**src/hw/rtl/int8_broadcast_elementwise_mult_core_defines.svh**
```systemverilog
// assertion macros used by the rtl core
`ifndef INT8_BROADCAST_ELEMENTWISE_MULT_CORE_DEFINES_SVH
`define INT8_BROADCAST_ELEMENTWISE_MULT_CORE_DEFINES_SVH

// property checked every cycle out of reset
`define IBEM_ASSERT(label, clk, rst_n, prop, msg) \
  label: assert property (@(posedge clk) disable iff (!rst_n) (prop)) else $error(msg);

// condition in one cycle implies a consequence in the next
`define IBEM_ASSERT_NEXT(label, clk, rst_n, ante, cons, msg) \
  label: assert property (@(posedge clk) disable iff (!rst_n) (ante) |=> (cons)) \
    else $error(msg);

`endif

```
**src/hw/rtl/ibem_pkg.sv**
```systemverilog
package ibem_pkg;

  localparam int unsigned MAX_CHANNELS_DEF = 256;

  localparam int unsigned CFG_IDX_W  = 3;
  localparam int unsigned CFG_DATA_W = 31;

  typedef enum logic [CFG_IDX_W-1:0] {
    REG_FIRST_OFFSET   = 3'd0,
    REG_SECOND_OFFSET  = 3'd1,
    REG_RESULT_OFFSET  = 3'd2,
    REG_CLAMP_LOW      = 3'd3,
    REG_CLAMP_HIGH     = 3'd4,
    REG_SCALE_MANTISSA = 3'd5,
    REG_SCALE_SHIFT    = 3'd6,
    REG_CHANNELS_USED  = 3'd7
  } cfg_reg_e;

  typedef struct packed {
    logic signed [8:0] first_offset;
    logic signed [8:0] second_offset;
    logic signed [7:0] result_offset;
    logic signed [7:0] clamp_low;
    logic signed [7:0] clamp_high;
    logic [30:0]       scale_mantissa;
    logic [5:0]        scale_shift;
    logic [8:0]        channels_used;
  } cfg_t;

  // control that travels with each element down the pipeline
  typedef struct packed {
    logic valid;
    logic pixel_last;
    logic frame_last;
  } ctl_t;

endpackage

```
**src/hw/rtl/ibem_vec_mem.sv**
```systemverilog
module ibem_vec_mem #(
  parameter int unsigned Depth = ibem_pkg::MAX_CHANNELS_DEF,
  parameter int unsigned AddrW = 8
) (
  input  logic             clk_i,
  input  logic             we_i,
  input  logic [AddrW-1:0] waddr_i,
  input  logic [7:0]       wdata_i,
  input  logic             re_i,
  input  logic [AddrW-1:0] raddr_i,
  output logic [7:0]       rdata_o
);

  logic [7:0] mem [Depth];
  logic [7:0] rdata_q;

  always_ff @(posedge clk_i) begin
    if (we_i) begin
      mem[waddr_i] <= wdata_i;
    end
  end

  always_ff @(posedge clk_i) begin
    if (re_i) begin
      rdata_q <= mem[raddr_i];
    end
  end

  assign rdata_o = rdata_q;

endmodule

```
**src/hw/rtl/ibem_scale.sv**
```systemverilog
module ibem_scale (
  input  logic              clk_i,
  input  logic              rst_ni,
  input  logic              en_i,
  input  ibem_pkg::cfg_t    cfg_i,
  input  ibem_pkg::ctl_t    ctl_i,
  input  logic signed [9:0] a_i,
  input  logic [7:0]        entry_i,
  output ibem_pkg::ctl_t    ctl_o,
  output logic [7:0]        product_o
);
  import ibem_pkg::*;

  // offset entry, multiply, take magnitude
  ctl_t              s2_q;
  logic [17:0]       mag_q;
  logic              neg2_q;
  logic signed [9:0] b;
  logic signed [19:0] p;
  logic [19:0]       pabs;

  // mantissa product
  ctl_t              s3_q;
  logic [48:0]       prod_q;
  logic              neg3_q;

  // shift, sign, offset, clamp
  ctl_t               out_q;
  logic [7:0]         product_q;
  logic [48:0]        scaled;
  logic [8:0]         sat;
  logic signed [10:0] sv;
  logic signed [10:0] r;
  logic signed [10:0] lo;
  logic signed [10:0] hi;

  always_comb begin
    b    = 10'(signed'(entry_i)) + 10'(cfg_i.second_offset);
    p    = 20'(a_i) * 20'(b);
    pabs = p[19] ? 20'(-p) : 20'(p);
  end

  always_comb begin
    scaled = prod_q >> cfg_i.scale_shift;
    sat    = (|scaled[48:9]) ? 9'h1FF : scaled[8:0];
    sv     = signed'({2'b00, sat});
    if (neg3_q) begin
      sv = -sv;
    end
    lo = 11'(cfg_i.clamp_low);
    hi = 11'(cfg_i.clamp_high);
    r  = sv + 11'(cfg_i.result_offset);
    if (r < lo) begin
      r = lo;
    end
    if (r > hi) begin
      r = hi;
    end
  end

  always_ff @(posedge clk_i or negedge rst_ni) begin
    if (!rst_ni) begin
      s2_q  <= '0;
      s3_q  <= '0;
      out_q <= '0;
    end else if (en_i) begin
      s2_q  <= ctl_i;
      s3_q  <= s2_q;
      out_q <= s3_q;
    end
  end

  always_ff @(posedge clk_i) begin
    if (en_i) begin
      mag_q     <= pabs[17:0];
      neg2_q    <= p[19];
      prod_q    <= 49'(mag_q) * 49'(cfg_i.scale_mantissa);
      neg3_q    <= neg2_q;
      product_q <= r[7:0];
    end
  end

  assign ctl_o     = out_q;
  assign product_o = product_q;

endmodule

```
**src/hw/rtl/int8_broadcast_elementwise_mult_core.sv**
```systemverilog
// int8 tensor times per-channel vector, quantized
// input channel (in_valid_i / in_stall_o): kind_i low loads value_i into
// vector entry entry_index_i and gives no result; kind_i high is one tensor
// element in channel order, multiplied with the entry the channel counter picks
// output channel (out_valid_o / out_stall_i): one clamped int8 result per
// element with pixel_last_o and frame_last_o
// a taken element is registered in stage s1, then in the three scale stages
// throughput: one request per cycle unless stalled, set by the single read
// port of the vector memory feeding a three stage multiply and scale pipeline
// config port: cfg_we_i writes register cfg_index_i at once; write only
// while the block is empty; writing channels_used restarts the counter
// reset: config returns to defaults, counter to channel 0, pipeline empties;
// vector entries hold no value until loaded
// a stalled output freezes the whole pipeline and stalls the input
`include "int8_broadcast_elementwise_mult_core_defines.svh"

module int8_broadcast_elementwise_mult_core #(
  parameter int unsigned MaxChannels = ibem_pkg::MAX_CHANNELS_DEF
) (
  input  logic                             clk_i,
  input  logic                             rst_ni,
  input  logic                             in_valid_i,
  output logic                             in_stall_o,
  input  logic                             kind_i,
  input  logic signed [7:0]                value_i,
  input  logic [7:0]                       entry_index_i,
  input  logic                             frame_end_i,
  output logic                             out_valid_o,
  input  logic                             out_stall_i,
  output logic signed [7:0]                product_out_o,
  output logic                             pixel_last_o,
  output logic                             frame_last_o,
  input  logic                             cfg_we_i,
  input  logic [ibem_pkg::CFG_IDX_W-1:0]   cfg_index_i,
  input  logic [ibem_pkg::CFG_DATA_W-1:0]  cfg_wdata_i
);
  import ibem_pkg::*;

  localparam int unsigned AddrW = (MaxChannels > 1) ? $clog2(MaxChannels) : 1;
  localparam int unsigned EffW  = ($clog2(MaxChannels + 1) > 9) ?
                                  $clog2(MaxChannels + 1) : 9;

  cfg_t cfg_q, cfg_d;

  logic [AddrW-1:0] cnt_q, cnt_d;
  logic [AddrW-1:0] ch;
  logic [EffW-1:0]  nch;
  logic [EffW-1:0]  cu_w;
  logic [EffW-1:0]  idx_w;
  logic             plast;
  logic             en;
  logic             accept;
  logic             load_we;

  ctl_t              s1_q;
  ctl_t              s1_d;
  logic signed [9:0] a_q;
  logic [7:0]        entry;
  ctl_t              res;
  logic [7:0]        product;

  assign en         = !res.valid || !out_stall_i;
  assign in_stall_o = !en;
  assign accept     = in_valid_i && en;

  always_comb begin
    cfg_d = cfg_q;
    if (cfg_we_i) begin
      case (cfg_reg_e'(cfg_index_i))
        REG_FIRST_OFFSET:   cfg_d.first_offset   = cfg_wdata_i[8:0];
        REG_SECOND_OFFSET:  cfg_d.second_offset  = cfg_wdata_i[8:0];
        REG_RESULT_OFFSET:  cfg_d.result_offset  = cfg_wdata_i[7:0];
        REG_CLAMP_LOW:      cfg_d.clamp_low      = cfg_wdata_i[7:0];
        REG_CLAMP_HIGH:     cfg_d.clamp_high     = cfg_wdata_i[7:0];
        REG_SCALE_MANTISSA: cfg_d.scale_mantissa = cfg_wdata_i[30:0];
        REG_SCALE_SHIFT:    cfg_d.scale_shift    = cfg_wdata_i[5:0];
        REG_CHANNELS_USED:  cfg_d.channels_used  = cfg_wdata_i[8:0];
        default:            cfg_d = cfg_q;
      endcase
    end
  end

  // effective channel count
  always_comb begin
    cu_w = EffW'(cfg_q.channels_used);
    if (cu_w == '0) begin
      nch = EffW'(1);
    end else if (cu_w > EffW'(MaxChannels)) begin
      nch = EffW'(MaxChannels);
    end else begin
      nch = cu_w;
    end
  end

  always_comb begin
    ch    = (EffW'(cnt_q) >= nch) ? '0 : cnt_q;
    plast = (EffW'(ch) + EffW'(1)) >= nch;
    cnt_d = cnt_q;
    if (cfg_we_i && (cfg_reg_e'(cfg_index_i) == REG_CHANNELS_USED)) begin
      cnt_d = '0;
    end else if (accept && kind_i) begin
      cnt_d = (frame_end_i || plast) ? '0 : ch + AddrW'(1);
    end
  end

  always_comb begin
    s1_d.valid      = accept && kind_i;
    s1_d.pixel_last = plast;
    s1_d.frame_last = frame_end_i;
  end

  assign idx_w   = EffW'(entry_index_i);
  assign load_we = accept && !kind_i && (idx_w < EffW'(MaxChannels));

  always_ff @(posedge clk_i or negedge rst_ni) begin
    if (!rst_ni) begin
      cfg_q.first_offset   <= 9'sd0;
      cfg_q.second_offset  <= 9'sd0;
      cfg_q.result_offset  <= 8'sd0;
      cfg_q.clamp_low      <= -8'sd128;
      cfg_q.clamp_high     <= 8'sd127;
      cfg_q.scale_mantissa <= 31'd1073741824;
      cfg_q.scale_shift    <= 6'd31;
      cfg_q.channels_used  <= 9'd1;
      cnt_q                <= '0;
      s1_q                 <= '0;
    end else begin
      cfg_q <= cfg_d;
      cnt_q <= cnt_d;
      if (en) begin
        s1_q <= s1_d;
      end
    end
  end

  always_ff @(posedge clk_i) begin
    if (en) begin
      a_q <= 10'(value_i) + 10'(cfg_q.first_offset);
    end
  end

  ibem_vec_mem #(
    .Depth (MaxChannels),
    .AddrW (AddrW)
  ) u_vec_mem (
    .clk_i   (clk_i),
    .we_i    (load_we),
    .waddr_i (idx_w[AddrW-1:0]),
    .wdata_i (value_i),
    .re_i    (s1_d.valid),
    .raddr_i (ch),
    .rdata_o (entry)
  );

  ibem_scale u_scale (
    .clk_i     (clk_i),
    .rst_ni    (rst_ni),
    .en_i      (en),
    .cfg_i     (cfg_q),
    .ctl_i     (s1_q),
    .a_i       (a_q),
    .entry_i   (entry),
    .ctl_o     (res),
    .product_o (product)
  );

  assign out_valid_o   = res.valid;
  assign product_out_o = product;
  assign pixel_last_o  = res.pixel_last;
  assign frame_last_o  = res.frame_last;

  `IBEM_ASSERT(cnt_in_range_a, clk_i, rst_ni, EffW'(cnt_q) < nch, "channel counter out of range")
  `IBEM_ASSERT_NEXT(elem_enters_a, clk_i, rst_ni, accept && kind_i, s1_q.valid, "element lost")
  `IBEM_ASSERT_NEXT(load_silent_a, clk_i, rst_ni, accept && !kind_i, !s1_q.valid, "load made a result")
  `IBEM_ASSERT_NEXT(frame_restart_a, clk_i, rst_ni, accept && kind_i && frame_end_i, cnt_q == '0, "counter not restarted")

endmodule
```
**config.mk**
```make
export PLATFORM = sky130hd
export DESIGN_NAME = int8_broadcast_elementwise_mult_core
export DESIGN_NICKNAME = d
export VERILOG_FILES = /design/src/hw/rtl/ibem_pkg.sv /design/src/hw/rtl/ibem_vec_mem.sv /design/src/hw/rtl/ibem_scale.sv /design/src/hw/rtl/int8_broadcast_elementwise_mult_core.sv
export VERILOG_INCLUDE_DIRS = /design/src /design/src/hw/rtl
export SDC_FILE = /design/constraint.sdc
export NUM_CORES = 2
export LEC_CHECK = 0
export BUFFER_PORTS_ARGS = -buffer_cell sky130_fd_sc_hd__clkbuf_2
export CAP_MARGIN = 10
export CELL_PAD_IN_SITES_DETAIL_PLACEMENT = 2
export CELL_PAD_IN_SITES_GLOBAL_PLACEMENT = 2
export CORE_ASPECT_RATIO = 1.2
export CORE_UTILIZATION = 30
export CTS_CLUSTER_DIAMETER = 150
export DETAILED_ROUTE_END_ITERATION = 6
export MAX_ROUTING_LAYER = met4
export PLACE_DENSITY_LB_ADDON = 0.05
export SYNTH_ARGS = -nofsm -noshare
export SYNTH_HDL_FRONTEND = slang
export SYNTH_SLANG_ARGS = --single-unit
```
**constraint.sdc**
```tcl
create_clock -name clk_i -period 13.85 [get_ports clk_i]
set_input_delay 1.385 -clock clk_i [delete_from_list [all_inputs] [get_ports clk_i]]
set_output_delay 1.385 -clock clk_i [all_outputs]
set_load 0.01 [all_outputs]
```
==> metrics.log <==
[metrics] CTS buffer count: 269
[metrics] Worst Setup Path Type: reg -> reg
[metrics] result of the run: completed
[metrics] count of boundary I/O pins: between 60 and 70
[metrics] cell area after technology mapping: about 120000 µm²
[metrics] # clock sinks: between 2000 and 2500
[metrics] largest incremental delay on the critical path: 1290 ps
[metrics] area of the die: just under 400000 µm²
[metrics] net count of the mapped netlist: 9499
[metrics] Tightest Pin Transition: 1280 ps
[metrics] worst max-slew margin expressed relative to the limit: around 14%
[metrics] quantity of gates resized following cts: 0
[metrics] leading cell type in the layout, fill and taps excluded: edfxtp_1
[metrics] fraction of final layout cells sized beyond drive strength 1: approximately 13%
[metrics] number of buffers inserted for hold repair after clock tree synthesis: 0
[metrics] final weighted congestion in routability-driven placement: 0.831
[metrics] vertical die dimension: between 600 and 700 µm
[metrics] H-tree lvl count: 5
[metrics] DR vias: about 76000
[metrics] starting density of the core: 30.2%
[metrics] pin count of the biggest net entering global routing: 126
[metrics] Routed WL per cell: roughly 36 µm
[metrics] setup repair after global routing missed its margin: false
[metrics] drt first pass iters: 6
[metrics] post-route setup TNS: 0 ps
[metrics] global-route wire length before repair: 687000 µm
[metrics] final hold violation count: 0
[metrics] post-route clock skew: 53.5 ps
[metrics] fmax: 90.8 MHz
[metrics] cell at the root of the clock tree: clkbuf_16
[metrics] end-of-flow core utilization: between 30% and 40%
[metrics] CP required: between 10000 and 15000 ps
[metrics] cell row count: ~250
[metrics] net total in the final layout: around 9500
[metrics] setup ws final: 2830 ps
[metrics] Synth-to-Final Area Change: 13.3%
[metrics] via count of the first global-routing pass: ~84000
[metrics] overall track demand over capacity in global routing: 26.1%
[metrics] pre-CTS setup slack: around 2800 ps
[metrics] CP max FO: 81
[metrics] remaining antenna violation count: 0
[metrics] DR DRC count: 0
[metrics] detailed placement HPWL: around 330000 µm
[metrics] register area share after synthesis: around three fifths
[metrics] destination of the worst register-to-register timing path: u_scale.product_o[5]$_DFFE_PN_
[metrics] count of max-cap constraint violations: 0
[metrics] Worst Reg-to-Reg Cells: 40
[metrics] r2r setup slk: 2830 ps
[metrics] cell with the largest stage delay on the worst path: dfstp_4
[metrics] unique cell type count in the Yosys netlist: 90
[metrics] clock-pin slew reported for the worst setup and hold paths after clock tree synthesis: 50 ps
[metrics] 1st-iter DRT viols: roughly 5300
[metrics] number of max-slew violations in the final report: 0
[metrics] commonest cells after routing, fill and taps aside: edfxtp_1, nand2_1, inv_1
[metrics] TritonCTS clock tree: built
[metrics] global-route congestion overflow total: 0
[metrics] number of antenna violations at the first check in global routing: 32
[metrics] overall die width: between 500 and 600 µm
[metrics] category of the worst setup path capture point: register
[metrics] minimum clock period: 11020 ps
[metrics] Post-CTS Repair Setup Buffers: 0
[metrics] FF+latch count, synth: roughly 2300
[metrics] number of instances in the synthesized netlist: ~8600
[metrics] port buffer count: 68
[metrics] post-route clock period utilization: between 70% and 80%
[metrics] number of setup violations in the final report: 0
[metrics] total wire length: between 400000 and 500000 µm
[metrics] most common flop cell mapped by yosys: edfxtp_1
[metrics] Filler cells: 39200
[metrics] CTS Buffer Depth: 4
[metrics] warning count from the yosys run: 0
[metrics] Arr. time, crit path: between 10000 and 15000 ps
[metrics] cell seen most often among critical-path stages: o21a_1
[metrics] Async S/R FF share, synth: 4.80%
[metrics] Core Area: ~380000 µm²
[metrics] startpoint types: register
[metrics] average footprint of a synthesized cell: about 13 µm²
[metrics] number of vias per cell after detailed routing: between 5 and 6
[metrics] worst min-delay path category: in -> async
[metrics] number of enable flip-flop cells after synthesis: between 2000 and 2500
[metrics] later-pin clock latency in the skew report: ~900 ps
[metrics] Reg-to-Reg Start: cfg_q[9]$_DFFE_PN1P_
[synthesized netlist by cell type (61+ instances only)]
cell type | instances | area, µm²
a211oi_1 | 110 | 826
mux2i_1 | 384 | 3840
fa_1 | 559 | 11200
dfrtp_1 | 93 | 2330
o21ai_0 | 283 | 1420
nand3_1 | 90 | 450
edfxtp_1 | 2143 | 64400
nor2b_1 | 86 | 538
xnor2_1 | 83 | 727
ha_1 | 242 | 3030
inv_1 | 631 | 2370
nand2_1 | 713 | 2680
a221oi_1 | 61 | 534
mux2_2 | 193 | 2170
nor2_1 | 590 | 2210
mux4_2 | 146 | 3290
nor3_1 | 120 | 601
clkbuf_1 | 363 | 1360
o22ai_1 | 66 | 413
and2_1 | 198 | 1240
a21oi_1 | 503 | 2520
buf_1 | 90 | 338
buf_2 | 87 | 435
o221ai_1 | 140 | 1230
[logic make-up (layout without fill, tap and decap cells)]
family          count (synthesis)  count (layout)  synth area share [%]
compound gates               1580            1580                  8.96
xor+xnor                      108             108                 0.825
fa+ha+maj                     801             801                  12.3
buf+inv                      1188            1428                  4.01
flops                        2251            2251                  58.0
mux                           723             723                  8.05
other cells                     0              14                     0
simple gates                 1990            1990                  7.79
[worst max-delay path, delay by kind of cell, from the launching register on]
family	cells	cell delay, ps
and+or+nand+nor	8	1860
AOI/OAI and AO/OA	19	3690
muxes	4	1940
DFF	1	1290
xor gates and xnor gates	2	370
adders and majority gates	4	1130
buffers and inverters	3	370
[routing by layer]
| layer | vias up | GRT usage (%) | routed length [µm] |
|---|---|---|---|
| met2 | 1804 | 47.1 | 262000 |
| met1 | 41600 | 30.4 | 198000 |
| met4 | 0 | 8.21 | 17600 |
| met3 | 620 | 2.52 | 17400 |
| met5 | - | - | 0 |
| li1 | 31700 | - | - |
[worst max-delay path by stage]
stage | startpoint | slack (ps) | end | depth (start not counted)
floorplan | cfg_q[9]$_DFFE_PN1P_ | 4470 | u_scale.product_o[1]$_DFFE_PN_ | 41
global placement | cfg_q[9]$_DFFE_PN1P_ | 2700 | u_scale.product_o[2]$_DFFE_PN_ | 40
detailed placement | cfg_q[9]$_DFFE_PN1P_ | 2800 | u_scale.product_o[1]$_DFFE_PN_ | 40
CTS | cfg_q[9]$_DFFE_PN1P_ | 2730 | u_scale.product_o[5]$_DFFE_PN_ | 40
global route | cfg_q[9]$_DFFE_PN1P_ | 1910 | u_scale.product_o[5]$_DFFE_PN_ | 42
finish | cfg_q[9]$_DFFE_PN1P_ | 2830 | u_scale.product_o[5]$_DFFE_PN_ | 40
[sequential cells by signal, summed over array words and instances, names as in the netlist]
register / cells
u_scale.neg3_q: 1
u_scale.ctl_o: 3
s1_q: 3
a_q: 10
u_scale.mag_q: 18
u_vec_mem.rdata_o: 8
u_scale.prod_q: 49
cu_w: 9
cfg_q: 79
u_scale.s3_q: 3
u_scale.s2_q: 3
u_scale.neg2_q: 1
u_vec_mem.mem: 2048
cnt_q: 8
u_scale.product_o: 8
[per-stage QoR]
step | instances | hold WS [ps] | area [µm²]
floorplan | 8641 | 400 | 116000
global placement | 13400 | 407 | 123000
detailed placement | 13400 | 425 | 123000
CTS | 13900 | 354 | 131000
global route | 13900 | 382 | 131000
finish | 13900 | 411 | 131000
[layout make-up]
type                            instances  area, µm²  share of cell area, %
Antenna cell                           14       35.0                 0.0268
Timing Repair Buffer                  319       2510                   1.92
Multi-Input combinational cell       5202      44200                   33.8
Tap cell                             5020       6280                   4.80
Inverter                              637       2410                   1.84
Clock buffer                          345       7250                   5.54
Sequential cell                      2251      67100                   51.2
Clock inverter                        127       1100                  0.842
Power is not shown: default switching activity piles up to over one toggle a cycle in this logic, so the estimate is an artifact.
